--- config.mk ---
export PLATFORM = sky130hd
export DESIGN_NAME = lslf_front
export DESIGN_NICKNAME = d
export VERILOG_FILES = /design/src/hdl/lslf_pkg.sv /design/src/hdl/lslf_front.sv
export SDC_FILE = /design/constraint.sdc
export NUM_CORES = 2
export LEC_CHECK = 0
export ABC_AREA = 1
export BUFFER_PORTS_ARGS = -buffer_cell sky130_fd_sc_hd__buf_4
export CELL_PAD_IN_SITES_DETAIL_PLACEMENT = 0
export CELL_PAD_IN_SITES_GLOBAL_PLACEMENT = 2
export CORE_MARGIN = 2
export CORE_UTILIZATION = 38
export CTS_BUF_LIST = sky130_fd_sc_hd__clkbuf_4 sky130_fd_sc_hd__clkbuf_8 sky130_fd_sc_hd__clkbuf_16
export CTS_CLUSTER_DIAMETER = 200
export DETAILED_ROUTE_END_ITERATION = 8
export PLACE_DENSITY_LB_ADDON = 0.05
export SYNTH_ARGS = -nofsm -noshare
export SYNTH_HDL_FRONTEND = slang
export SYNTH_SLANG_ARGS = --single-unit
export TNS_END_PERCENT = 100
--- constraint.sdc ---
create_clock -name i_clk -period 9.8 [get_ports i_clk]
set_clock_uncertainty 0.15 [all_clocks]
set_input_delay 0.98 -clock i_clk [delete_from_list [all_inputs] [get_ports i_clk]]
set_output_delay 0.98 -clock i_clk [all_outputs]
set_load 0.03 [all_outputs]
--- src/hdl/lslf_pkg.sv ---
// Shared widths, types, codes and helper functions for the line fit core.
package lslf_pkg;

    localparam int MAX_POINTS = 1024;
    localparam int X_WIDTH    = 16;
    localparam int Y_WIDTH    = 32;
    localparam int CNT_W      = $clog2(MAX_POINTS + 1);
    localparam int SX_W       = X_WIDTH + CNT_W;
    localparam int SY_W       = Y_WIDTH + CNT_W - 1;
    localparam int SXY_W      = X_WIDTH + Y_WIDTH + CNT_W - 1;
    localparam int SXX_W      = 2 * X_WIDTH + CNT_W - 1;
    localparam int MATH_W     = SXY_W + CNT_W + 3;
    localparam int MB_W       = (SX_W > Y_WIDTH) ? SX_W : Y_WIDTH;
    localparam int DIV_CW     = $clog2(MATH_W + 1);
    localparam int Q_DEPTH    = 2;
    localparam int QP_W       = $clog2(Q_DEPTH);
    localparam int QC_W       = $clog2(Q_DEPTH + 1);

    localparam logic signed [MATH_W-1:0] Q_MAX = {{(MATH_W-32){1'b0}}, 32'h7fff_ffff};
    localparam logic signed [MATH_W-1:0] Q_MIN = {{(MATH_W-32){1'b1}}, 32'h8000_0000};

    typedef enum logic [1:0] {
        STAT_OK    = 2'd0,
        STAT_DEGEN = 2'd1,
        STAT_SAT   = 2'd2,
        STAT_MANY  = 2'd3
    } t_status;

    typedef enum logic [1:0] {
        BS_IDLE,
        BS_ISSUE,
        BS_MUL,
        BS_DIV
    } t_bstate;

    typedef enum logic [2:0] {
        SP_NSXY,
        SP_SXSY,
        SP_NSXX,
        SP_SXSX,
        SP_SLOPE,
        SP_MEAN,
        SP_SLSX,
        SP_ICPT
    } t_step;

    // Finished sums of one data set.
    typedef struct packed {
        logic                    ovf;
        logic [CNT_W-1:0]        n;
        logic signed [SX_W-1:0]  sx;
        logic signed [SY_W-1:0]  sy;
        logic signed [SXY_W-1:0] sxy;
        logic [SXX_W-1:0]        sxx;
    } t_snap;

    function automatic logic [MATH_W-1:0] abs_w(input logic signed [MATH_W-1:0] v);
        abs_w = v[MATH_W-1] ? MATH_W'(-v) : MATH_W'(v);
    endfunction

    function automatic logic is_sat(input logic signed [MATH_W-1:0] v);
        is_sat = (v > Q_MAX) || (v < Q_MIN);
    endfunction

    function automatic logic signed [31:0] sat_q(input logic signed [MATH_W-1:0] v);
        if (v > Q_MAX) begin
            sat_q = 32'sh7fff_ffff;
        end else if (v < Q_MIN) begin
            sat_q = 32'sh8000_0000;
        end else begin
            sat_q = v[31:0];
        end
    endfunction

endpackage

--- src/hdl/lslf_front.sv ---
// Front end: takes points, forms products, accumulates sums, hands off each data set.
module lslf_front (
    input  logic                      i_clk,
    input  logic                      i_rst_n,
    input  logic                      i_push,
    input  logic [15:0]               i_x_value,
    input  logic [31:0]               i_y_value,
    input  logic                      i_last_point,
    input  logic [lslf_pkg::QC_W-1:0] i_q_count,
    output logic                      o_full,
    output logic                      o_q_wr,
    output lslf_pkg::t_snap           o_q_data
);

    localparam int XY_W = lslf_pkg::X_WIDTH + lslf_pkg::Y_WIDTH;
    localparam int XX_W = 2 * lslf_pkg::X_WIDTH;

    logic                                r_v, r_last;
    logic signed [lslf_pkg::X_WIDTH-1:0] r_x;
    logic signed [lslf_pkg::Y_WIDTH-1:0] r_y;
    logic signed [XY_W-1:0]              r_xy;
    logic [XX_W-1:0]                     r_xx;

    logic signed [lslf_pkg::X_WIDTH-1:0] x_in;
    logic signed [lslf_pkg::Y_WIDTH-1:0] y_in;
    logic signed [XY_W-1:0]              xy_in;
    logic signed [XX_W-1:0]              xx_in;
    logic                                accept;

    logic                                  r_ovf, n_ovf;
    logic [lslf_pkg::CNT_W-1:0]            r_n, n_n;
    logic signed [lslf_pkg::SX_W-1:0]      r_sx, n_sx;
    logic signed [lslf_pkg::SY_W-1:0]      r_sy, n_sy;
    logic signed [lslf_pkg::SXY_W-1:0]     r_sxy, n_sxy;
    logic [lslf_pkg::SXX_W-1:0]            r_sxx, n_sxx;
    logic [lslf_pkg::QC_W:0]               room_use;

    // Count sets already queued plus one still in flight.
    assign room_use = (lslf_pkg::QC_W+1)'(i_q_count) + (lslf_pkg::QC_W+1)'(r_v && r_last);
    assign o_full   = (room_use >= (lslf_pkg::QC_W+1)'(lslf_pkg::Q_DEPTH));
    assign accept   = i_push && !o_full;

    assign x_in  = i_x_value[lslf_pkg::X_WIDTH-1:0];
    assign y_in  = i_y_value;
    assign xy_in = XY_W'(x_in) * XY_W'(y_in);
    assign xx_in = XX_W'(x_in) * XX_W'(x_in);

    always_comb begin
        n_ovf = r_ovf;
        n_n   = r_n;
        n_sx  = r_sx;
        n_sy  = r_sy;
        n_sxy = r_sxy;
        n_sxx = r_sxx;
        if (r_v) begin
            if (r_n < lslf_pkg::CNT_W'(lslf_pkg::MAX_POINTS)) begin
                n_n   = r_n + 1'b1;
                n_sx  = r_sx + lslf_pkg::SX_W'(r_x);
                n_sy  = r_sy + lslf_pkg::SY_W'(r_y);
                n_sxy = r_sxy + lslf_pkg::SXY_W'(r_xy);
                n_sxx = r_sxx + lslf_pkg::SXX_W'(r_xx);
            end else begin
                n_ovf = 1'b1;
            end
        end
        o_q_wr         = r_v && r_last;
        o_q_data.ovf   = n_ovf;
        o_q_data.n     = n_n;
        o_q_data.sx    = n_sx;
        o_q_data.sy    = n_sy;
        o_q_data.sxy   = n_sxy;
        o_q_data.sxx   = n_sxx;
    end

    always_ff @(posedge i_clk) begin
        if (!i_rst_n) begin
            r_v   <= 1'b0;
            r_ovf <= 1'b0;
            r_n   <= '0;
            r_sx  <= '0;
            r_sy  <= '0;
            r_sxy <= '0;
            r_sxx <= '0;
        end else begin
            r_v <= accept;
            if (o_q_wr) begin
                r_ovf <= 1'b0;
                r_n   <= '0;
                r_sx  <= '0;
                r_sy  <= '0;
                r_sxy <= '0;
                r_sxx <= '0;
            end else begin
                r_ovf <= n_ovf;
                r_n   <= n_n;
                r_sx  <= n_sx;
                r_sy  <= n_sy;
                r_sxy <= n_sxy;
                r_sxx <= n_sxx;
            end
        end
    end

    always_ff @(posedge i_clk) begin
        if (accept) begin
            r_last <= i_last_point;
            r_x    <= x_in;
            r_y    <= y_in;
            r_xy   <= xy_in;
            r_xx   <= XX_W'(xx_in);
        end
    end

endmodule

==> out/metrics.yaml <==
outcome:
  outcome: "completed"
synth:
  synthAdderAreaFrac_pct: 37.7
  synth_compound_area_share_pct: 8.13
  synth_seq_area_share_pct: 14.8
  ys_ff_latch: 309
  synth_mux_area_share_pct: 0
  netlist_instances: 6946
  synth-xor-area-share_pct: 2.37
  synth-simple-area-share_pct: 23.4
  synth_area_leaders: "fa_1 (29%), nand2_1 (14%), inv_1 (12%)"
  synth_flop_cell: "dfxtp_1"
  synth_top_family_by_area: "adder cells"
  syn_area_per_cell_um2: 7.27
  ys_types: 57
  synth_area_leader_cell: "fa_1"
  synth_nets: 8086
  synth_edf_count: 127
  async_flop_share_pct: 0
  ys_warn_count: 0
  synth.top_cell.area_share_pct: 28.9
  synthesis.area_um2: 50500
timing:
  hold_viol_final: 0
  drv_slew: 0
  rsz0062_at_grt: "false"
  setup-violations-final: 0
  relSlewSlack_pct: 30.7
  fin_crit_sh_pct: 71.9
  fmax_mhz: 142
  period_needed_ps: 7050
  worstMarginPinSlew_ps: 1040
  setup_tns_ps: 0
cts:
  clock-sinks: 309
  cts_buffers: 43
  cts-resized-gates: 0
  holdBufCountCts: 0
  cts_tree: "done"
  clk_pin_slew_ps: 60
  cts_root_buf: "clkbuf_16"
  cts.path.max_buffers: 3
  cts.htree.levels: 2
  post-cts-setup-buffers: 0
  insertion_delay_ps: 630
setup_path:
  slowest_delay_ps: 800
  reg2reg_from: "r_xy[47]"
  setup.worst_path.start_class: "input pin"
  path_buf_inv: 4
  crit_path_cell_trace: "buf_4 > buf_4 > nand2_1 > fa_1 > inv_1 > fa_1 > fa_1 > fa_1 > fa_1 > fa_1 > ha_1 > nand2_1 > nor2_1 > inv_1 > nor4_1 > nand3_1 > nand3_1 > xor2_1"
  worst_setup_path_end_kind: "flip-flop"
  crit_type: "in2reg"
  crit_slowest_cell: "fa_1"
  path_delay_family: "adder cells"
  cp_common_cell: "fa_1"
  startpoint: "i_x_value[4]"
  path_max_fanout: 29
  arrival_ps: 7270
  cp.required_ps: 10030
finish:
  nFillCells: 13900
  drive_gt1_share_pct: 7.00
  antennaDiodeCount: 0
  final_common_cell: "nand2_1"
  nets: 8188
  seq_area_um2: 7460
  multiInputGateArea_um2: 36200
  area_delta_synth_final_pct: 9.58
  final_cell_mix: "nand2_1 (1816), inv_1 (1623), fa_1 (728)"
floorplanning:
  die_area_um2: 136000
  floorplan.initialDensity_pct: 38.4
  rows: 133
  coreArea_um2: 132000
  ios: 237
  die_x_um: 369
  die_h_um: 369
global_routing:
  grt_pass1_wl_um: 280000
  grt_overflow: 0
  grt_max_degree: 128
  grt.total_usage_pct: 27.3
  grt_pass1_vias: 45600
  antenna_found_initial: 12
run:
  drv_cap: 0
drt:
  drc: 0
  viasPerCell: 4.97
  drtAntennaViolNets: 0
  wl_um: 184000
  vias: 43900
  initialDrtViolationCount: 2926
  first_pass_iters: 6
  routedWlPerCell_um: 20.8
placement:
  dpl.hpwl_um: 151000
  portBuffers: 236
  place.gp.congestion: 0.938
hold_path:
  min_from: "r_ovf"
  min_path_type: "reg2reg"
## sequential cells by signal, summed over array words and instances (netlist names), 16 cells and up
signal / count
r_y: 32
r_xy: 48
r_sxy: 58
r_xx: 30
r_sy: 42
r_sx: 27
r_sxx: 42
r_x: 16
## worst reg2reg max path, stage by stage (launching register included)
cell	delay [ps]
edfxtp_1	740
ha_1	640
nand2_1	130
nor2_1	190
inv_1	80
nor2_1	270
nand2_1	130
nor3_1	150
nand2_1	150
nand4_1	120
nand3_1	120
nand2_1	140
nor2_1	40
## cell families (layout without fill, tap and decap cells)
group	count (synthesis)	count (layout)
buffers and inverters	1828	1964
AO/OA/AOI/OAI	747	747
adder cells (fa/ha/maj)	1086	1086
XOR/XNOR	135	135
AND/OR/NAND/NOR	2841	2841
flip-flops	309	309
## layer usage
| metal | wire (um) | vias up | part of all wire (%) | track usage, % |
|---|---|---|---|---|
| li1 | - | 21200 | - | - |
| met1 | 87500 | 21500 | 48 | 39.2 |
| met2 | 82200 | 1063 | 45 | 43.5 |
| met3 | 10300 | 154 | 5.6 | 3.90 |
| met4 | 4040 | 2 | 2.2 | 5.87 |
| met5 | 13 | - | 0.0071 | 0 |
## path summary, 6_finish.rpt
check / slack, ps / end / depth (start not counted)
worst max register to register: 6630 / r_sxy[50] / 12
worst max-delay path: 2750 / r_xy[40] / 18
worst min-delay path: 320 / r_ovf / 2
worst min register to register: 320 / r_ovf / 2
## cell usage after synthesis (67+ instances only)
cell         n
a21oi_1    423
fa_1       728
nor2_1     455
xor2_1      95
ha_1       358
nand2_1   1817
clkbuf_1   148
inv_1     1623
nand3_1    274
dfxtp_1    182
edfxtp_1   127
nand4_1     67
o21ai_0    181
## final cells by class
cell class	count	area share, %
Clock buffer	57	2.20
Inverter	1631	11.1
Multi-Input combinational cell	4809	65.4
Tap cell	1755	3.97
Clock inverter	22	0.459
Timing Repair Buffer	254	3.47
Sequential cell	309	13.5
## stage by stage
step                setup WS [ps]  utilization [%]  cells  area [um^2]  hold slack, ps
detailed placement           2080             40.9   8758        53900             303
floorplan                    2440                -   6946        50500             274
CTS                          2740             42.0   8837        55300             319
global route                 2440             42.0   8837        55300             359
global placement             2070             40.9   8758        53900             290
finish                       2750             42.0   8837        55300             315
Power is left out: the tool's default activity adds up to more than one toggle a clock period on the data nets, which glitch-free logic cannot reach.
