===== config.mk =====
export PLATFORM = sky130hd
export DESIGN_NAME = lslf_back
export DESIGN_NICKNAME = d
export VERILOG_FILES = /design/src/hdl/lslf_pkg.sv /design/src/hdl/lslf_back.sv
export SDC_FILE = /design/constraint.sdc
export NUM_CORES = 2
export LEC_CHECK = 0
export BUFFER_PORTS_ARGS = -buffer_cell sky130_fd_sc_hd__buf_2
export CAP_MARGIN = 25
export CORE_ASPECT_RATIO = 1.2
export CORE_MARGIN = 4
export CORE_UTILIZATION = 40
export CTS_BUF_LIST = sky130_fd_sc_hd__clkbuf_4
export DETAILED_ROUTE_END_ITERATION = 8
export PLACE_DENSITY_LB_ADDON = 0.1
export SKIP_LAST_GASP = 1
export SYNTH_ARGS = -nofsm -noshare
export SYNTH_HDL_FRONTEND = slang
export SYNTH_SLANG_ARGS = --single-unit

===== constraint.sdc =====
create_clock -name i_clk -period 24.5 [get_ports i_clk]
set_clock_uncertainty 0.1 [all_clocks]
set_input_delay 4.9 -clock i_clk [delete_from_list [all_inputs] [get_ports i_clk]]
set_output_delay 4.9 -clock i_clk [all_outputs]
set_load 0.05 [all_outputs]

===== src/hdl/lslf_pkg.sv =====
// Shared widths, types, codes and helper functions for the line fit core.
package lslf_pkg;

    localparam int MAX_POINTS = 1024;
    localparam int X_WIDTH    = 16;
    localparam int Y_WIDTH    = 32;
    localparam int CNT_W      = $clog2(MAX_POINTS + 1);
    localparam int SX_W       = X_WIDTH + CNT_W;
    localparam int SY_W       = Y_WIDTH + CNT_W - 1;
    localparam int SXY_W      = X_WIDTH + Y_WIDTH + CNT_W - 1;
    localparam int SXX_W      = 2 * X_WIDTH + CNT_W - 1;
    localparam int MATH_W     = SXY_W + CNT_W + 3;
    localparam int MB_W       = (SX_W > Y_WIDTH) ? SX_W : Y_WIDTH;
    localparam int DIV_CW     = $clog2(MATH_W + 1);
    localparam int Q_DEPTH    = 2;
    localparam int QP_W       = $clog2(Q_DEPTH);
    localparam int QC_W       = $clog2(Q_DEPTH + 1);

    localparam logic signed [MATH_W-1:0] Q_MAX = {{(MATH_W-32){1'b0}}, 32'h7fff_ffff};
    localparam logic signed [MATH_W-1:0] Q_MIN = {{(MATH_W-32){1'b1}}, 32'h8000_0000};

    typedef enum logic [1:0] {
        STAT_OK    = 2'd0,
        STAT_DEGEN = 2'd1,
        STAT_SAT   = 2'd2,
        STAT_MANY  = 2'd3
    } t_status;

    typedef enum logic [1:0] {
        BS_IDLE,
        BS_ISSUE,
        BS_MUL,
        BS_DIV
    } t_bstate;

    typedef enum logic [2:0] {
        SP_NSXY,
        SP_SXSY,
        SP_NSXX,
        SP_SXSX,
        SP_SLOPE,
        SP_MEAN,
        SP_SLSX,
        SP_ICPT
    } t_step;

    // Finished sums of one data set.
    typedef struct packed {
        logic                    ovf;
        logic [CNT_W-1:0]        n;
        logic signed [SX_W-1:0]  sx;
        logic signed [SY_W-1:0]  sy;
        logic signed [SXY_W-1:0] sxy;
        logic [SXX_W-1:0]        sxx;
    } t_snap;

    function automatic logic [MATH_W-1:0] abs_w(input logic signed [MATH_W-1:0] v);
        abs_w = v[MATH_W-1] ? MATH_W'(-v) : MATH_W'(v);
    endfunction

    function automatic logic is_sat(input logic signed [MATH_W-1:0] v);
        is_sat = (v > Q_MAX) || (v < Q_MIN);
    endfunction

    function automatic logic signed [31:0] sat_q(input logic signed [MATH_W-1:0] v);
        if (v > Q_MAX) begin
            sat_q = 32'sh7fff_ffff;
        end else if (v < Q_MIN) begin
            sat_q = 32'sh8000_0000;
        end else begin
            sat_q = v[31:0];
        end
    endfunction

endpackage


===== src/hdl/lslf_back.sv =====
// Solver: shift-add multiplier and restoring divider sequenced over one data set.
module lslf_back (
    input  logic                   i_clk,
    input  logic                   i_rst_n,
    input  logic                   i_q_empty,
    input  lslf_pkg::t_snap        i_q_data,
    output logic                   o_q_rd,
    input  logic                   i_pop,
    output logic                   o_empty,
    output logic [31:0]            o_slope,
    output logic [31:0]            o_intercept,
    output logic [1:0]             o_status
);

    localparam int MW = lslf_pkg::MATH_W;

    lslf_pkg::t_bstate r_state, n_state;
    lslf_pkg::t_step   r_step, n_step;
    lslf_pkg::t_snap   r_snap, n_snap;

    logic signed [MW-1:0] r_num, n_num, r_den, n_den;
    logic signed [31:0]   r_slope, n_slope;
    logic                 r_sat, n_sat;
    logic [MW-1:0]        r_ma, n_ma, r_acc, n_acc;
    logic [lslf_pkg::MB_W-1:0] r_mb, n_mb;
    logic                 r_neg, n_neg;
    logic [MW-1:0]        r_dq, n_dq, r_rem, n_rem, r_dd, n_dd;
    logic [lslf_pkg::DIV_CW-1:0] r_cnt, n_cnt;

    logic                 r_ov, n_ov;
    logic [31:0]          r_os, n_os, r_oi, n_oi;
    logic [1:0]           r_ost, n_ost;

    logic signed [MW-1:0] e_n, e_sx, e_sy, e_sxy, e_sxx, op_a, op_b, res;
    logic [MW-1:0]        mag_a, mag_b;
    logic                 op_div, finish;
    logic [MW:0]          rem2;
    logic                 ge;

    assign e_n   = MW'(signed'({1'b0, r_snap.n}));
    assign e_sx  = MW'(r_snap.sx);
    assign e_sy  = MW'(r_snap.sy);
    assign e_sxy = MW'(r_snap.sxy);
    assign e_sxx = MW'(signed'({1'b0, r_snap.sxx}));

    assign rem2 = {r_rem, r_dq[MW-1]};
    assign ge   = (rem2 >= {1'b0, r_dd});

    always_comb begin
        n_state = r_state;
        n_step  = r_step;
        n_snap  = r_snap;
        n_num   = r_num;
        n_den   = r_den;
        n_slope = r_slope;
        n_sat   = r_sat;
        n_ma    = r_ma;
        n_mb    = r_mb;
        n_acc   = r_acc;
        n_neg   = r_neg;
        n_dq    = r_dq;
        n_rem   = r_rem;
        n_dd    = r_dd;
        n_cnt   = r_cnt;
        n_ov    = r_ov && !i_pop;
        n_os    = r_os;
        n_oi    = r_oi;
        n_ost   = r_ost;
        o_q_rd  = 1'b0;
        op_a    = '0;
        op_b    = '0;
        op_div  = 1'b0;
        finish  = 1'b0;
        res     = '0;
        mag_a   = '0;
        mag_b   = '0;

        unique case (r_state)
            lslf_pkg::BS_IDLE: begin
                if (!i_q_empty && !r_ov) begin
                    o_q_rd = 1'b1;
                    n_snap = i_q_data;
                    n_sat  = 1'b0;
                    if (i_q_data.ovf || i_q_data.n == '0) begin
                        n_ov  = 1'b1;
                        n_os  = '0;
                        n_oi  = '0;
                        n_ost = lslf_pkg::STAT_MANY;
                    end else begin
                        n_step  = lslf_pkg::SP_NSXY;
                        n_state = lslf_pkg::BS_ISSUE;
                    end
                end
            end
            lslf_pkg::BS_ISSUE: begin
                unique case (r_step)
                    lslf_pkg::SP_NSXY: begin
                        op_a = e_sxy;
                        op_b = e_n;
                    end
                    lslf_pkg::SP_SXSY: begin
                        op_a = e_sy;
                        op_b = e_sx;
                    end
                    lslf_pkg::SP_NSXX: begin
                        op_a = e_sxx;
                        op_b = e_n;
                    end
                    lslf_pkg::SP_SXSX: begin
                        op_a = e_sx;
                        op_b = e_sx;
                    end
                    lslf_pkg::SP_SLOPE: begin
                        op_div = 1'b1;
                        if (r_den == '0) begin
                            n_step = lslf_pkg::SP_MEAN;
                            op_a   = e_sy;
                            op_b   = e_n;
                        end else begin
                            op_a = r_num;
                            op_b = r_den;
                        end
                    end
                    lslf_pkg::SP_MEAN: begin
                        op_div = 1'b1;
                        op_a   = e_sy;
                        op_b   = e_n;
                    end
                    lslf_pkg::SP_SLSX: begin
                        op_a = MW'(r_slope);
                        op_b = e_sx;
                    end
                    lslf_pkg::SP_ICPT: begin
                        op_div = 1'b1;
                        op_a   = r_num;
                        op_b   = e_n;
                    end
                endcase
                mag_a = lslf_pkg::abs_w(op_a);
                mag_b = lslf_pkg::abs_w(op_b);
                n_neg = op_a[MW-1] ^ op_b[MW-1];
                if (op_div) begin
                    // Add half the divisor for round to nearest, ties away from zero.
                    n_dq    = mag_a + (mag_b >> 1);
                    n_dd    = mag_b;
                    n_rem   = '0;
                    n_cnt   = lslf_pkg::DIV_CW'(MW);
                    n_state = lslf_pkg::BS_DIV;
                end else begin
                    n_ma    = mag_a;
                    n_mb    = mag_b[lslf_pkg::MB_W-1:0];
                    n_acc   = '0;
                    n_state = lslf_pkg::BS_MUL;
                end
            end
            lslf_pkg::BS_MUL: begin
                if (r_mb == '0) begin
                    finish = 1'b1;
                    res    = r_neg ? -signed'(r_acc) : signed'(r_acc);
                end else begin
                    n_acc = r_mb[0] ? r_acc + r_ma : r_acc;
                    n_ma  = r_ma << 1;
                    n_mb  = r_mb >> 1;
                end
            end
            lslf_pkg::BS_DIV: begin
                if (r_cnt == '0) begin
                    finish = 1'b1;
                    res    = r_neg ? -signed'(r_dq) : signed'(r_dq);
                end else begin
                    n_rem = ge ? MW'(rem2 - {1'b0, r_dd}) : MW'(rem2);
                    n_dq  = {r_dq[MW-2:0], ge};
                    n_cnt = r_cnt - 1'b1;
                end
            end
        endcase

        if (finish) begin
            n_state = lslf_pkg::BS_ISSUE;
            unique case (r_step)
                lslf_pkg::SP_NSXY: begin
                    n_num  = res;
                    n_step = lslf_pkg::SP_SXSY;
                end
                lslf_pkg::SP_SXSY: begin
                    n_num  = r_num - res;
                    n_step = lslf_pkg::SP_NSXX;
                end
                lslf_pkg::SP_NSXX: begin
                    n_den  = res;
                    n_step = lslf_pkg::SP_SXSX;
                end
                lslf_pkg::SP_SXSX: begin
                    n_den  = r_den - res;
                    n_step = lslf_pkg::SP_SLOPE;
                end
                lslf_pkg::SP_SLOPE: begin
                    n_slope = lslf_pkg::sat_q(res);
                    n_sat   = lslf_pkg::is_sat(res);
                    n_step  = lslf_pkg::SP_SLSX;
                end
                lslf_pkg::SP_SLSX: begin
                    n_num  = e_sy - res;
                    n_step = lslf_pkg::SP_ICPT;
                end
                lslf_pkg::SP_MEAN: begin
                    n_state = lslf_pkg::BS_IDLE;
                    n_ov    = 1'b1;
                    n_os    = '0;
                    n_oi    = lslf_pkg::sat_q(res);
                    n_ost   = lslf_pkg::STAT_DEGEN;
                end
                lslf_pkg::SP_ICPT: begin
                    n_state = lslf_pkg::BS_IDLE;
                    n_ov    = 1'b1;
                    n_os    = r_slope;
                    n_oi    = lslf_pkg::sat_q(res);
                    n_ost   = (r_sat || lslf_pkg::is_sat(res)) ? lslf_pkg::STAT_SAT
                                                                : lslf_pkg::STAT_OK;
                end
            endcase
        end
    end

    always_ff @(posedge i_clk) begin
        if (!i_rst_n) begin
            r_state <= lslf_pkg::BS_IDLE;
            r_ov    <= 1'b0;
        end else begin
            r_state <= n_state;
            r_ov    <= n_ov;
        end
    end

    always_ff @(posedge i_clk) begin
        r_step  <= n_step;
        r_snap  <= n_snap;
        r_num   <= n_num;
        r_den   <= n_den;
        r_slope <= n_slope;
        r_sat   <= n_sat;
        r_ma    <= n_ma;
        r_mb    <= n_mb;
        r_acc   <= n_acc;
        r_neg   <= n_neg;
        r_dq    <= n_dq;
        r_rem   <= n_rem;
        r_dd    <= n_dd;
        r_cnt   <= n_cnt;
        r_os    <= n_os;
        r_oi    <= n_oi;
        r_ost   <= n_ost;
    end

    assign o_empty     = !r_ov;
    assign o_slope     = r_os;
    assign o_intercept = r_oi;
    assign o_status    = r_ost;

endmodule


==> summary.md <==
| Metric | Value |
|---|---|
| First-pass GRT wire length | `357000 um` |
| CTS Hold Buffers Added | `0` |
| CTS Buf Count | `232` |
| Ratio of final minimum period to clock period | `48.3%` |
| Vias/cell | `6.07` |
| Post-DP HPWL | `190000 um` |
| Post-cts sizing count | `0` |
| Pwr dens | `63.9 nW/um^2` |
| Die Span Y | `439 um` |
| First-pass iteration count of the detailed router | `6` |
| Share of layout cells above drive strength 1 | `13.4%` |
| H-tree depth | `4` |
| F_max | `84.5 MHz` |
| Max-cap violations | `0` |
| Core Region | `153000 sq um` |
| Root Buffer | `clkbuf_4` |
| Maximum net fanout on the critical path | `60` |
| Filler cell count | `15341` |
| Yosys warnings | `0` |
| TritonCTS clock tree | `done` |
| Synthesized Nets | `7484` |
| DP Worst Slack | `12.62 ns` |
| Crit path time final | `11.84 ns` |
| I/O Buffers | `252` |
| Vias in the first global route | `54751` |
| Outcome | `completed` |
| Mean Syn Cell Area | `8.92 sq um` |
| Post-layout util | `44.9%` |
| GR Util met2 | `45.8%` |
| Max Root-Sink Buffers | `3` |
| Layout Area Growth over Synthesis | `11.1%` |
| ANT nets after route | `0` |
| Top FF cell, synth | `edfxtp_1` |
| I/O pin count | `253` |
| Die area | `161000 sq um` |
| Max-slew violation count | `0` |
| Post-route DRC violation count | `0` |
| GP Congestion | `0.976` |
| Cells after Synth | `6933` |
| Hold Violations, Final | `0` |
| Initial antenna violation count | `8` |
| Total number of vias | `57147` |
| Post-Place Cell Area | `65600 sq um` |
| WL final | `246000 um` |
| Initial Util | `40.4%` |
| Share of the yosys chip area belonging to registers | `39.1%` |
| Post-CTS setup buffers | `0` |
| Total GRT Usage | `29.4%` |
| Worst Hold Class | `reg2reg` |
| Max_slew headroom | `14.9%` |
| Leakage dissipation | `26.1 nW` |
| Critical path launch point type | `primary input` |
| CP Class | `in2out` |
| Count of different cell masters after synthesis | `94` |
| Met3 layer usage reported by global route | `4.91%` |
| Worst vdd ir | `59.5 uV` |
| Worst setup margin | `12.66 ns` |
| Clk sinks | `829` |
| Unrepaired setup endpoints after global routing | `no` |
| Layout Nets | `7765` |
| Routed WL per cell | `26.1 um` |
| FP Rows | `157` |
| Setup TNS | `0 ns` |
| Worst path required time | `19.50 ns` |
| Ys async rst share | `0%` |
| Reg clk slew, reported paths | `0.07 ns` |
| DRT iter0 DRCs | `5690` |
| # setup viols final | `0` |
| Die W | `367 um` |
| Mapped Area | `61900 sq um` |
| Post-Layout Inst Area | `68800 sq um` |
| Clock Latency Late Sink | `1.37 ns` |
| CP Capture Type | `primary output` |
| Gr busiest metal | `met2` |
| Arr. time, crit path | `6.84 ns` |
| Seq cells post-synth | `829` |
| Gr ovfl total | `0` |
| GRT met1 Usage | `40.2%` |
| Worst-margin pin slew | `1.28 ns` |
| EDFF count, synth | `756` |
| Largest net degree at the start of global routing | `133` |
## through the flow
stage          total power (W)  hold slack (ns)  instances
2_1_floorplan          0.00269            0.345       6933
6_report               0.00439            0.346       9410
5_1_grt                0.00463            0.394       9409
3_3_place_gp           0.00304            0.331       8962
3_5_place_dp           0.00304            0.335       8966
4_1_cts                0.00442            0.353       9402
## Yosys cell counts (60+ instances only)
cell	number	share of area, %
o21ai_0	484	3.9
nand4_1	83	0.84
mux2_2	97	1.8
nand3_1	138	1.1
xor2_1	314	4.4
a21o_1	197	2.4
dfxtp_1	73	2.4
clkbuf_1	318	1.9
ha_1	361	7.3
edfxtp_1	756	37
inv_1	235	1.4
nor4_1	72	0.73
nor2_1	778	4.7
o31ai_1	91	1.1
nor3_1	144	1.2
o22ai_1	69	0.70
or3_1	66	0.67
nand2b_1	84	0.85
a21oi_1	714	5.8
xnor2_1	242	3.4
a31oi_1	60	0.61
nand2_1	606	3.7
## cell usage in the layout, fill, tap and decap left out, types with 33 or more instances in the layout
cell / n
a211oi_1: 40
a21o_1: 197
a21oi_1: 711
a22o_1: 38
a22oi_1: 50
a31oi_1: 60
and2_1: 43
and3_1: 33
buf_2: 255
buf_4: 141
clkbuf_4: 323
clkinv_1: 72
dfxtp_1: 70
edfxtp_1: 756
ha_1: 361
inv_1: 233
mux2_2: 97
mux2i_1: 43
nand2_1: 599
nand2b_1: 83
nand3_1: 137
nand4_1: 83
nor2_1: 773
nor2b_1: 52
nor3_1: 140
nor4_1: 70
o211ai_1: 48
o21a_1: 47
o21ai_0: 483
o21bai_1: 43
o22ai_1: 68
o31ai_1: 89
o41ai_1: 43
or2_2: 33
or3_1: 66
xnor2_1: 242
xor2_1: 314
## worst max-delay path: stages
cell,delay [ns]
buf_2,0.10
nor2_1,0.52
nand2_1,0.45
inv_8,0.46
buf_2,0.35
## sequential cells by signal, indices dropped and copies added, names as in the netlist, 58 cells and up
register	count
e_sxy	58
r_acc	72
r_dd	72
r_den	72
r_dq	72
r_ma	72
r_num	72
r_rem	72
## final timing paths
check,start,cells past startpoint,end,slack [ns]
hold reg to reg,r_slope[5],1,o_slope[5],0.35
hold / removal,r_slope[5],1,o_slope[5],0.35
setup / recovery,i_q_empty,5,o_q_rd,12.66
setup reg to reg,r_den[6],27,r_dq[71],13.88
## power by group
| group | leakage (nW) | switching (W) | internal (W) |
|---|---|---|---|
| clock network | 1.83 | 0.000685 | 0.000666 |
| registers | 7.48 | 0.000120 | 0.00172 |
| logic | 16.8 | 0.000758 | 0.000439 |
## final cells by class
class | instances | area, sq um | share of cell area (%)
repair buffers | 398 | 2360 | 3.43
inverters | 239 | 905 | 1.32
flip-flops and latches | 829 | 24200 | 35.1
clock buffers | 323 | 2420 | 3.53
clock inverters | 113 | 669 | 0.974
diodes | 7 | 17.5 | 0.0255
multi-input cells | 5514 | 35700 | 52.0
well taps | 1987 | 2490 | 3.62
## cells by family after synthesis
logic type	after synthesis	share of synthesized area, %
simple gates	2255	17.1
compound gates	2194	22.4
xor+xnor	556	7.87
flops	829	39.1
fa+ha+maj	366	7.46
buf+inv	590	3.60
mux	143	2.56
## per-layer routing
| layer | wire length [um] | share of wire [%] | up-vias |
|---|---|---|---|
| met5 | 11 | 0.0045 | - |
| li1 | - | - | 26558 |
| met4 | 11700 | 4.8 | 2 |
| met1 | 108000 | 44 | 27666 |
| met2 | 108000 | 44 | 2422 |
| met3 | 18200 | 7.4 | 499 |
Power figures use the tool's default switching activity.
