==> src/hdl/lslf_pkg.sv <==
// Shared widths, types, codes and helper functions for the line fit core.
package lslf_pkg;

    localparam int MAX_POINTS = 1024;
    localparam int X_WIDTH    = 16;
    localparam int Y_WIDTH    = 32;
    localparam int CNT_W      = $clog2(MAX_POINTS + 1);
    localparam int SX_W       = X_WIDTH + CNT_W;
    localparam int SY_W       = Y_WIDTH + CNT_W - 1;
    localparam int SXY_W      = X_WIDTH + Y_WIDTH + CNT_W - 1;
    localparam int SXX_W      = 2 * X_WIDTH + CNT_W - 1;
    localparam int MATH_W     = SXY_W + CNT_W + 3;
    localparam int MB_W       = (SX_W > Y_WIDTH) ? SX_W : Y_WIDTH;
    localparam int DIV_CW     = $clog2(MATH_W + 1);
    localparam int Q_DEPTH    = 2;
    localparam int QP_W       = $clog2(Q_DEPTH);
    localparam int QC_W       = $clog2(Q_DEPTH + 1);

    localparam logic signed [MATH_W-1:0] Q_MAX = {{(MATH_W-32){1'b0}}, 32'h7fff_ffff};
    localparam logic signed [MATH_W-1:0] Q_MIN = {{(MATH_W-32){1'b1}}, 32'h8000_0000};

    typedef enum logic [1:0] {
        STAT_OK    = 2'd0,
        STAT_DEGEN = 2'd1,
        STAT_SAT   = 2'd2,
        STAT_MANY  = 2'd3
    } t_status;

    typedef enum logic [1:0] {
        BS_IDLE,
        BS_ISSUE,
        BS_MUL,
        BS_DIV
    } t_bstate;

    typedef enum logic [2:0] {
        SP_NSXY,
        SP_SXSY,
        SP_NSXX,
        SP_SXSX,
        SP_SLOPE,
        SP_MEAN,
        SP_SLSX,
        SP_ICPT
    } t_step;

    // Finished sums of one data set.
    typedef struct packed {
        logic                    ovf;
        logic [CNT_W-1:0]        n;
        logic signed [SX_W-1:0]  sx;
        logic signed [SY_W-1:0]  sy;
        logic signed [SXY_W-1:0] sxy;
        logic [SXX_W-1:0]        sxx;
    } t_snap;

    function automatic logic [MATH_W-1:0] abs_w(input logic signed [MATH_W-1:0] v);
        abs_w = v[MATH_W-1] ? MATH_W'(-v) : MATH_W'(v);
    endfunction

    function automatic logic is_sat(input logic signed [MATH_W-1:0] v);
        is_sat = (v > Q_MAX) || (v < Q_MIN);
    endfunction

    function automatic logic signed [31:0] sat_q(input logic signed [MATH_W-1:0] v);
        if (v > Q_MAX) begin
            sat_q = 32'sh7fff_ffff;
        end else if (v < Q_MIN) begin
            sat_q = 32'sh8000_0000;
        end else begin
            sat_q = v[31:0];
        end
    endfunction

endpackage

==> src/hdl/lslf_queue.sv <==
// Short queue of finished data set sums between the front and the solver.
module lslf_queue (
    input  logic                   i_clk,
    input  logic                   i_rst_n,
    input  logic                   i_wr,
    input  lslf_pkg::t_snap        i_data,
    input  logic                   i_rd,
    output lslf_pkg::t_snap        o_data,
    output logic                   o_empty,
    output logic [lslf_pkg::QC_W-1:0] o_count
);

    lslf_pkg::t_snap r_mem [lslf_pkg::Q_DEPTH];
    logic [lslf_pkg::QP_W-1:0] r_wp, r_rp, n_wp, n_rp;
    logic [lslf_pkg::QC_W-1:0] r_cnt, n_cnt;

    function automatic logic [lslf_pkg::QP_W-1:0] QP_NEXT(input logic [lslf_pkg::QP_W-1:0] p);
        QP_NEXT = (p == lslf_pkg::QP_W'(lslf_pkg::Q_DEPTH - 1)) ? '0 : p + 1'b1;
    endfunction

    always_comb begin
        n_wp  = r_wp;
        n_rp  = r_rp;
        n_cnt = r_cnt;
        if (i_wr) begin
            n_wp = QP_NEXT(r_wp);
        end
        if (i_rd) begin
            n_rp = QP_NEXT(r_rp);
        end
        if (i_wr && !i_rd) begin
            n_cnt = r_cnt + 1'b1;
        end else if (i_rd && !i_wr) begin
            n_cnt = r_cnt - 1'b1;
        end
    end

    always_ff @(posedge i_clk) begin
        if (!i_rst_n) begin
            r_wp  <= '0;
            r_rp  <= '0;
            r_cnt <= '0;
        end else begin
            r_wp  <= n_wp;
            r_rp  <= n_rp;
            r_cnt <= n_cnt;
        end
    end

    always_ff @(posedge i_clk) begin
        if (i_wr) begin
            r_mem[r_wp] <= i_data;
        end
    end

    assign o_data  = r_mem[r_rp];
    assign o_empty = (r_cnt == '0);
    assign o_count = r_cnt;

endmodule

==> config.mk <==
export PLATFORM = sky130hd
export DESIGN_NAME = lslf_queue
export DESIGN_NICKNAME = d
export VERILOG_FILES = /design/src/hdl/lslf_pkg.sv /design/src/hdl/lslf_queue.sv
export SDC_FILE = /design/constraint.sdc
export NUM_CORES = 1
export LEC_CHECK = 0
export ABC_AREA = 1
export BUFFER_PORTS_ARGS = -buffer_cell sky130_fd_sc_hd__buf_2
export CAP_MARGIN = 10
export CORE_ASPECT_RATIO = 0.6
export CORE_MARGIN = 3
export CORE_UTILIZATION = 53
export CTS_BUF_LIST = sky130_fd_sc_hd__clkbuf_8
export DETAILED_ROUTE_END_ITERATION = 16
export GPL_ROUTABILITY_DRIVEN = 0
export HOLD_SLACK_MARGIN = 0.15
export PLACE_DENSITY_LB_ADDON = 0.08
export SETUP_SLACK_MARGIN = 0.3
export SLEW_MARGIN = 20
export SYNTH_ARGS = -nofsm -noshare
export SYNTH_HDL_FRONTEND = slang
export SYNTH_SLANG_ARGS = --single-unit
==> constraint.sdc <==
create_clock -name i_clk -period 16.6 [get_ports i_clk]
set_input_delay 4.15 -clock i_clk [delete_from_list [all_inputs] [get_ports i_clk]]
set_output_delay 4.15 -clock i_clk [all_outputs]
set_load 0.03 [all_outputs]
==> results.yml, run 1 <==
timing:
  finalSetupViolCount: 0
  setup_ws_ps: 9203
  max-slew-margin-rel_pct: 30.33
  tightest_slew_ps: 1045
  fin_crit_sh_pct: 44.56
  hold_viol: 0
  tns_ps: 0
  timing.fmax_ghz: 0.1352
  holdWs_ps: 506.5
  rsz0062_at_grt: "false"
  finalMaxSlewViolations: 0
  fin_crit_ps: 7397
  skew_ps: 18.75
clock_tree:
  cts_root_buf: "clkbuf_8"
  cts.sinks: 367
  cts_hold_buf: 0
  cts_tree: "done"
  path_clk_slew_ps: 60
  post_cts_resized: 0
  max-clock-path-buffers: 3
  cts_buffers: 50
  clk_latency_ps: 570
  post_cts_buffers: 0
  cts-htree-levels: 2
synthesis:
  ys.flop_type: "edfxtp_1"
  avgSynthCellArea_sq_um: 22.85
  synth-simple-area-share_pct: 0.5229
  async_flop_share_pct: 0
  synthAdderAreaFrac_pct: 0.09173
  yosysTopAreaCellShare_pct: 79.70
  syn_nets: 783
  synthMostInstantiatedCell: "edfxtp_1"
  ys_warn_count: 0
  synth_compound_area_share_pct: 0.07339
  synthCells: 597
  synth_cell_types: 14
  synth_seq_cells: 367
  synth_edf_count: 362
  syn_area_sq_um: 13640
  synth_top_family_by_area: "multiplexers"
  muxShareOfSynthArea_pct: 17.42
  synthXorXnorAreaFrac_pct: 0
  post-synth-top-area-cell: "edfxtp_1"
  synth.top_cells.by_area: "edfxtp_1 80%, mux2_4 9.9%, mux2_2 7.5%"
  synth-seq-area-share_pct: 80.43
  ys_top_cells_by_count: "362 x edfxtp_1, 91 x mux2_2, 90 x mux2_4, 11 x buf_6, 9 x buf_2"
finish:
  final_layout_size_suffix_gt1_share_pct: 59.48
  syn2layout_area_growth_pct: 21.97
  fill_cells: 1700
  multiInputGateArea_sq_um: 2477
  finalNetCount: 1190
  final-instance-count-excl-fill: 1362
  seqCellArea_sq_um: 10970
worst_setup_path:
  crit_family: "buffers and inverters"
  start_kind: "register"
  critPathBufInv: 3
  path_cells: "buf_4 > buf_4 > mux2_2 > buf_2"
  worstPathRequired_ps: 12450
  r2r_slack_ps: 13890
  timing_worst_setup_path_type: "reg -> out"
  max_stage_delay_ps: 730
  cpMostUsedCell: "buf_4"
  crit_slowest_cell: "buf_4"
  cp.arrival_ps: 3250
  end_kind: "output pin"
  cp_max_fo: 55
drt:
  remaining_drc_errors: 0
  via_per_inst: 5.033
  wl_per_cell_microns: 20.44
  postRouteAntennaNets: 0
  drt_wl_total_microns: 27850
  firstDrtPassIters: 6
  dr.first_iter.drc_count: 396
  via_count: 6855
grt:
  gr-usage-all-layers_pct: 19.19
  grt_max_degree: 105
  grt_pass1_vias: 6758
  antenna_found_initial: 7
  grt_pass1_wl_microns: 39460
  overflow: 0
pwr:
  ir_drop_v: 0.00008426
  power_density_nw_per_um2: 116.8
  leakagePower_nw: 6.532
die:
  dieArea_sq_um: 27760
  die_h_microns: 130.3
  initial_utilization_pct: 55.18
  std_cell_rows: 44
  io-pin-count: 369
  dieWidth_microns: 213.1
  coreArea_sq_um: 24720
placed_design:
  place_hpwl_microns: 19320
  io_buffer_count: 368
  post-place-ws_ps: 9772
  place_inst: 1274
flow_run:
  drv_cap: 0
hold_path:
  worstHoldPathType: "reg -> reg"
run_status:
  outcome: "finished, final reports clean"
## cell families after synthesis
group                      count (synthesis)
AOI/OAI and AO/OA                          2
adders and majority gates                  1
buffers and inverters                     28
DFF                                      367
muxes                                    181
and+or+nand+nor                           18
## cells in the final DEF (no fill, tap or decap), types with 4 or more instances in the layout
cell type  instances
inv_1             23
clkbuf_8          51
nand2_1            8
nor2_1             7
buf_4              7
mux2_4            90
clkinv_2           7
edfxtp_1         362
clkinv_1          12
mux2_2            91
dfxtp_1            4
buf_2            368
## cell type report
class | count | share of cell area, %
diodes | 1 | 0.01504
clock buffers | 51 | 4.219
clock inverters | 36 | 0.8875
inverters | 8 | 0.2106
multi-input cells | 202 | 14.89
flip-flops and latches | 367 | 65.97
well taps | 322 | 2.422
repair buffers | 375 | 11.39
## tightest hold or removal path, stage by stage (launching register included)
cell and delay (ps):
dfxtp_1 330, nor2_1 60, nor2_1 80
## metal layers
layer	up-vias	routed length (microns)	GRT usage, %
li1	3176	-	-
met2	273	13060	29.35
met3	39	2675	7.641
met4	12	369	5.471
met5	-	74	0
met1	3355	11670	25.92
## flip-flops by register name, indices dropped and copies added (netlist names), named ones only
register,count
r_rp,1
r_wp,1
o_count,2
r_mem,362
## final timing paths
check | to | from | cells past startpoint
setup / recovery | o_data[162] | register | 4
setup reg to reg | r_mem[1][36]$_DFFE_PP_ | r_wp$_SDFFE_PN0P_ | 3
hold / removal | r_rp$_SDFFE_PN0P_ | r_rp$_SDFFE_PN0P_ | 2
hold reg to reg | r_rp$_SDFFE_PN0P_ | r_rp$_SDFFE_PN0P_ | 2
## stage by stage
step	instance area, sq um	utilization (%)	power, W
3_3_place_gp	15780	63.85	0.001368
2_1_floorplan	13640	-	0.001294
3_5_place_dp	15780	63.85	0.001370
6_report	16640	67.30	0.001943
4_1_cts	16630	67.29	0.001966
5_1_grt	16640	67.30	0.002026
## power by group
group,switching [W],internal [W],total (W)
registers,0.0000141,0.00107,0.00109
logic,0.000163,0.0000955,0.000259
clock network,0.000311,0.000284,0.000595
No activity file was read; power rests on OpenSTA's default activity.
==> run 2: changes to the inputs <==
--- a/config.mk
+++ b/config.mk
@@ -5,12 +5,12 @@
 export SDC_FILE = /design/constraint.sdc
 export NUM_CORES = 1
 export LEC_CHECK = 0
-export ABC_AREA = 1
+export ABC_AREA = 0
 export BUFFER_PORTS_ARGS = -buffer_cell sky130_fd_sc_hd__buf_2
 export CAP_MARGIN = 10
 export CORE_ASPECT_RATIO = 0.6
 export CORE_MARGIN = 3
-export CORE_UTILIZATION = 53
+export CORE_UTILIZATION = 49
 export CTS_BUF_LIST = sky130_fd_sc_hd__clkbuf_8
 export DETAILED_ROUTE_END_ITERATION = 16
 export GPL_ROUTABILITY_DRIVEN = 0
==> constraint.sdc (replaced) <==
create_clock -name i_clk -period 6.7 [get_ports i_clk]
set_input_delay 1.675 -clock i_clk [delete_from_list [all_inputs] [get_ports i_clk]]
set_output_delay 1.675 -clock i_clk [all_outputs]
set_load 0.03 [all_outputs]
==> run 2 against run 1 <==
  * Non-clock buffer count is 2 lower
  * Area after synthesis fell by 0.10%
  * Final cell count is 2.5% higher
  * Worst hold slack gained 61 ps
  * Sequential power is 150% higher
  * Global-route usage decreased by 0.42 points
  * Count of clock-buffer cells in the layout rose by 2
  * Cell area rose by 0.86%
  * Synthesized cell count down 2.2%
  * Via count is 0.58% lower
  * Sequential cell count unchanged
==> results.yml, run 2 <==
synthesis:
  synth_top_family_by_area: "multiplexers"
  synth_cell_types: 17
  synthAdderAreaFrac_pct: 0.09183
  yosysTopAreaCellShare_pct: 79.78
  ys_top_cells_by_count: "362 x edfxtp_1, 91 x mux2_2, 90 x mux2_4, 11 x buf_6, 9 x buf_2"
  avgSynthCellArea_sq_um: 23.33
  synthMostInstantiatedCell: "edfxtp_1"
  ys_warn_count: 0
  ys.flop_type: "edfxtp_1"
  synth.top_cells.by_area: "edfxtp_1 80%, mux2_4 9.9%, mux2_2 7.5%"
  muxShareOfSynthArea_pct: 17.44
  synth_seq_cells: 367
  syn_area_sq_um: 13630
  synth-seq-area-share_pct: 80.51
  synth-simple-area-share_pct: 0.3489
  synthCells: 584
  synthXorXnorAreaFrac_pct: 0.1928
  synth_compound_area_share_pct: 0.1469
  synth_edf_count: 362
  async_flop_share_pct: 0
  syn_nets: 770
  post-synth-top-area-cell: "edfxtp_1"
drt:
  remaining_drc_errors: 0
  via_count: 6815
  drt_wl_total_microns: 29280
  via_per_inst: 4.882
  wl_per_cell_microns: 20.98
  firstDrtPassIters: 4
  postRouteAntennaNets: 0
  dr.first_iter.drc_count: 428
pwr:
  switching_share_pct: 25.80
  ir_drop_v: 0.0001715
  power.share.combinational_pct: 14.3
  p_clk_share_pct: 31.5
  pwr-share-seq_pct: 54.1
  leakagePower_nw: 6.519
  total_power_w: 0.004995
  power_density_nw_per_um2: 297.7
  p_int_w: 0.003707
  p_sw_w: 0.001289
die:
  die_h_microns: 135.2
  std_cell_rows: 46
  initial_utilization_pct: 50.69
  coreArea_sq_um: 26880
  io-pin-count: 369
  dieWidth_microns: 221.3
  dieArea_sq_um: 29910
worst_setup_path:
  end_kind: "output pin"
  r2r_slack_ps: 4530
  cp_max_fo: 58
  cp.arrival_ps: 2900
  r2r-start: "r_wp$_SDFFE_PN0P_"
  crit_path_end: "o_data[0]"
  reg2reg_depth: 2
  path_cells: "buf_4 > mux2_2 > buf_2"
  timing_worst_setup_path_type: "reg -> out"
  max_stage_delay_ps: 920
  start_kind: "register"
  worstPathRequired_ps: 5030
  regToRegEndpoint: "r_mem[1][59]$_DFFE_PP_"
  crit_slowest_cell: "dfxtp_4"
clock_tree:
  cts_root_buf: "clkbuf_8"
  cts_hold_buf: 0
  post_cts_resized: 0
  max-clock-path-buffers: 3
  path_clk_slew_ps: 70
  cts.sinks: 367
  cts-htree-levels: 2
  cts_tree: "done"
  clk_latency_ps: 570
  post_cts_buffers: 0
  cts_buffers: 53
grt:
  overflow: 0
  gr-usage-all-layers_pct: 18.77
  grt_pass1_vias: 6957
  grt_max_degree: 183
  antenna_found_initial: 14
  grt_pass1_wl_microns: 42020
timing:
  fin_crit_sh_pct: 68.28
  finalMaxSlewViolations: 0
  hold_viol: 0
  tightest_slew_ps: 1155
  finalSetupViolCount: 0
  max-slew-margin-rel_pct: 23.02
  fin_crit_ps: 4574
  rsz0062_at_grt: "false"
  tns_ps: 0
  skew_ps: 11.06
  timing.fmax_ghz: 0.2186
finish:
  final_common_cell: "buf_2"
  largest_reg_flops: 362
  final_cell_mix: "368 x buf_2, 362 x edfxtp_1, 91 x mux2_2"
  top_register: "r_mem"
  finalNetCount: 1178
  syn2layout_area_growth_pct: 23.14
  final_layout_size_suffix_gt1_share_pct: 60.52
run_status:
  outcome: "finished, final reports clean"
placed_design:
  io_buffer_count: 368
  place_hpwl_microns: 19720
flow_run:
  drv_cap: 0
hold_path:
  hold_depth: 2
  worstHoldPathType: "reg -> reg"
-- run 2: cell count changes in the layout (fill, tap and decap cells not counted), moves of 4 or more --
cell,change
clkinv_2,+5
diode_2,+4
nor2_1,-6
clkinv_1,+5
buf_4,-5
nand2_1,-8
inv_1,-12
-- run 2: layer usage --
layer	global-route usage, %	part of all wire (%)
met1	24.25	42
met2	28.92	46
met3	7.926	8.8
met4	6.645	2.5
met5	0	0.43
-- run 2: stage by stage --
stage          hold WS (ps)  std cells  area (sq um)  utilization, %  setup slack [ps]
2_1_floorplan         554.6        584         13630               -             372.5
3_3_place_gp          539.1       1297         15840           58.92              2725
3_5_place_dp          559.9       1297         15840           58.92              2704
4_1_cts               568.1       1391         16770           62.38              2056
5_1_grt               604.6       1395         16780           62.42              1951
6_report              567.6       1396         16780           62.42              2126
-- run 2: layout make-up --
| class | count | area (sq um) |
|---|---|---|
| Antenna cell | 5 | 12.51 |
| Fill cell | 2004 | 10100 |
| Timing Repair Buffer | 373 | 1917 |
| Clock inverter | 41 | 198.9 |
| Clock buffer | 53 | 729.5 |
| Sequential cell | 367 | 10970 |
| Multi-Input combinational cell | 196 | 2492 |
| Tap cell | 360 | 450.4 |
| Inverter | 1 | 3.754 |
-- run 2: power by group through the flow --
stage / combinational, W / clock, W / sequential (W)
final: 0.000716 / 0.00158 / 0.00270
after global placement: 0.000719 / 0 / 0.00275
after floorplan: 0.000515 / 0 / 0.00274
after detailed placement: 0.000723 / 0 / 0.00275
after CTS: 0.000725 / 0.00164 / 0.00270
after global routing: 0.000755 / 0.00174 / 0.00271
-- run 2: worst min-delay path by stage --
stage | startpoint | endpoint | slack [ps]
after detailed placement | o_count[1]$_SDFFE_PN0P_ | o_count[1]$_SDFFE_PN0P_ | 560
final | o_count[1]$_SDFFE_PN0P_ | o_count[1]$_SDFFE_PN0P_ | 570
after CTS | o_count[1]$_SDFFE_PN0P_ | o_count[1]$_SDFFE_PN0P_ | 570
after floorplan | r_rp$_SDFFE_PN0P_ | register | 550
after global routing | o_count[1]$_SDFFE_PN0P_ | o_count[1]$_SDFFE_PN0P_ | 600
after global placement | o_count[1]$_SDFFE_PN0P_ | o_count[1]$_SDFFE_PN0P_ | 540
-- run 2: logic make-up after synthesis --
kind of cell               Yosys count
xor gates and xnor gates             3
buffers and inverters               21
and+or+nand+nor                      8
muxes                              181
DFF                                367
adders and majority gates            1
AOI/OAI and AO/OA                    3
-- run 2: worst max-delay path: cells and delay by family, from the launching register on --
family	cells	cell delay [ps]
buffers and inverters	2	950
flip-flops	1	920
multiplexers	1	410
==> run 3: changes to the inputs <==
==> constraint.sdc (replaced) <==
create_clock -name i_clk -period 4 [get_ports i_clk]
set_input_delay 1 -clock i_clk [delete_from_list [all_inputs] [get_ports i_clk]]
set_output_delay 1 -clock i_clk [all_outputs]
set_load 0.03 [all_outputs]
==> run 3 against run 2 <==
  * Register-to-register slack worse by 2400 ps
  * Count of clock-buffer cells in the layout did not move
  * Total power grew 69%
  * Die area unchanged
  * Sequential cell count unchanged
  * Sequential power up 67%
  * Critical path depth is the same
  * Clock skew grew 3.8 ps
  * Worst setup slack worse by 1300 ps
  * Largest power group unchanged
==> results.yml, run 3 (synthesis gave the netlist of run 2 again) <==
run_status:
  outcome: "finished, final reports clean"
finish:
  final_layout_size_suffix_gt1_share_pct: 60.17
  final_area_sq_um: 16890
  final-instance-count-excl-fill: 1399
  final_common_cell: "buf_2"
  largest_reg_flops: 362
  finalNetCount: 1183
  top_register: "r_mem"
  fill_cells: 1972
  final_cell_mix: "368 x buf_2, 362 x edfxtp_1, 91 x mux2_2"
  syn2layout_area_growth_pct: 23.93
grt:
  antenna_found_initial: 6
  grt_pass1_vias: 7025
  grt_max_degree: 82
  overflow: 0
  gr-usage-all-layers_pct: 18.39
  grt_pass1_wl_microns: 41450
clock_tree:
  cts.sinks: 367
  cts_tree: "done"
  post_cts_buffers: 0
  path_clk_slew_ps: 60
  cts_root_buf: "clkbuf_8"
  clk_latency_ps: 570
  cts_hold_buf: 0
  cts-htree-levels: 2
  post_cts_resized: 0
  cts_buffers: 52
  max-clock-path-buffers: 3
timing:
  hold_viol: 0
  max-slew-margin-rel_pct: 51.30
  timing.fmax_ghz: 0.3152
  finalSetupViolCount: 0
  fin_crit_ps: 3173
  fin_crit_sh_pct: 79.32
  tightest_slew_ps: 730.5
  rsz0062_at_grt: "false"
  skew_ps: 14.82
  finalMaxSlewViolations: 0
drt:
  wl_per_cell_microns: 20.24
  drt_wl_total_microns: 28310
  postRouteAntennaNets: 0
  firstDrtPassIters: 4
  dr.first_iter.drc_count: 422
  remaining_drc_errors: 0
  via_count: 6845
  via_per_inst: 4.893
die:
  io-pin-count: 369
  die_h_microns: 135.2
  dieArea_sq_um: 29910
  initial_utilization_pct: 50.69
  coreArea_sq_um: 26880
  std_cell_rows: 46
  dieWidth_microns: 221.3
worst_setup_path:
  cp_max_fo: 62
  cp.arrival_ps: 2170
  path_cells: "buf_12 > mux2_2 > buf_2"
  start_kind: "register"
  timing_worst_setup_path_type: "reg -> out"
  worstPathRequired_ps: 3000
  max_stage_delay_ps: 560
  crit_slowest_cell: "dfxtp_4"
  end_kind: "output pin"
pwr:
  p_clk_share_pct: 31.9
  p_sw_w: 0.002148
  ir_drop_v: 0.0003323
  power.share.combinational_pct: 14.6
  power_density_nw_per_um2: 498.7
  p_int_w: 0.006272
  switching_share_pct: 25.51
  leakagePower_nw: 6.590
  pwr-share-seq_pct: 53.5
placed_design:
  place_hpwl_microns: 19530
  io_buffer_count: 368
  placed_area_sq_um: 15930
  place_inst: 1303
flow_run:
  drv_cap: 0
hold_path:
  worstHoldPathType: "reg -> reg"
## run 3: changes by cell type in the layout (fill, tap and decap cells not counted), sizes merged
cell	before	now
inv	11	20
buf	373	379
clkinvlp	1	2
bufinv	1	2
diode	5	2
clkinv	29	18
## run 3: worst paths after layout
kind	from	to	slack, ps	cells past startpoint
setup / recovery	register	o_data[169]	830	3
hold reg to reg	o_count[1]$_SDFFE_PN0P_	o_count[1]$_SDFFE_PN0P_	570	2
hold / removal	o_count[1]$_SDFFE_PN0P_	o_count[1]$_SDFFE_PN0P_	570	2
setup reg to reg	r_wp$_SDFFE_PN0P_	r_mem[1][100]$_DFFE_PP_	2160	2
## run 3: per-stage QoR
step	hold WS, ps	setup TNS, ps	total power (W)	util, %	worst slack (ps)
5_1_grt	550.6	0	0.008779	62.82	711.6
4_1_cts	539.0	0	0.008542	62.81	765.8
2_1_floorplan	554.6	-28400	0.005445	-	-156.5
6_report	565.3	0	0.008420	62.82	827.4
3_5_place_dp	555.1	0	0.005834	59.28	1418
3_3_place_gp	536.4	0	0.005823	59.28	1429
## run 3: metal layers
metal,vias to the layer above,wire length [microns],GRT usage [%],part of all wire (%)
met1,3403,11930,24.06,42
met2,225,13570,29.18,48
met3,50,2237,6.821,7.9
met4,8,520,5.609,1.8
met5,-,60,0,0.21
li1,3159,-,-,-
## run 3: layout make-up
| class | instances | area (sq um) | area share [%] |
|---|---|---|---|
| clock buffers | 53 | 729.5 | 4.320 |
| diodes | 2 | 5.005 | 0.02964 |
| flip-flops and latches | 367 | 10970 | 64.99 |
| inverters | 1 | 3.754 | 0.02223 |
| clock inverters | 41 | 219.0 | 1.297 |
| repair buffers | 379 | 2012 | 11.91 |
| well taps | 360 | 450.4 | 2.667 |
| multi-input cells | 196 | 2492 | 14.76 |
## run 3: power by group through the flow
| stage | registers, W | logic (W) | clock network (W) |
|---|---|---|---|
| 2_1_floorplan | 0.00458 | 0.000863 | 0 |
| 6_report | 0.00450 | 0.00123 | 0.00268 |
| 4_1_cts | 0.00451 | 0.00125 | 0.00279 |
| 3_5_place_dp | 0.00459 | 0.00125 | 0 |
| 3_3_place_gp | 0.00458 | 0.00124 | 0 |
| 5_1_grt | 0.00452 | 0.00130 | 0.00296 |
## run 3: critical path, delay by kind of cell (launching register included)
kind / cells / cell delay (ps)
buffers and inverters: 2 / 590
multiplexers: 1 / 400
flip-flops: 1 / 560
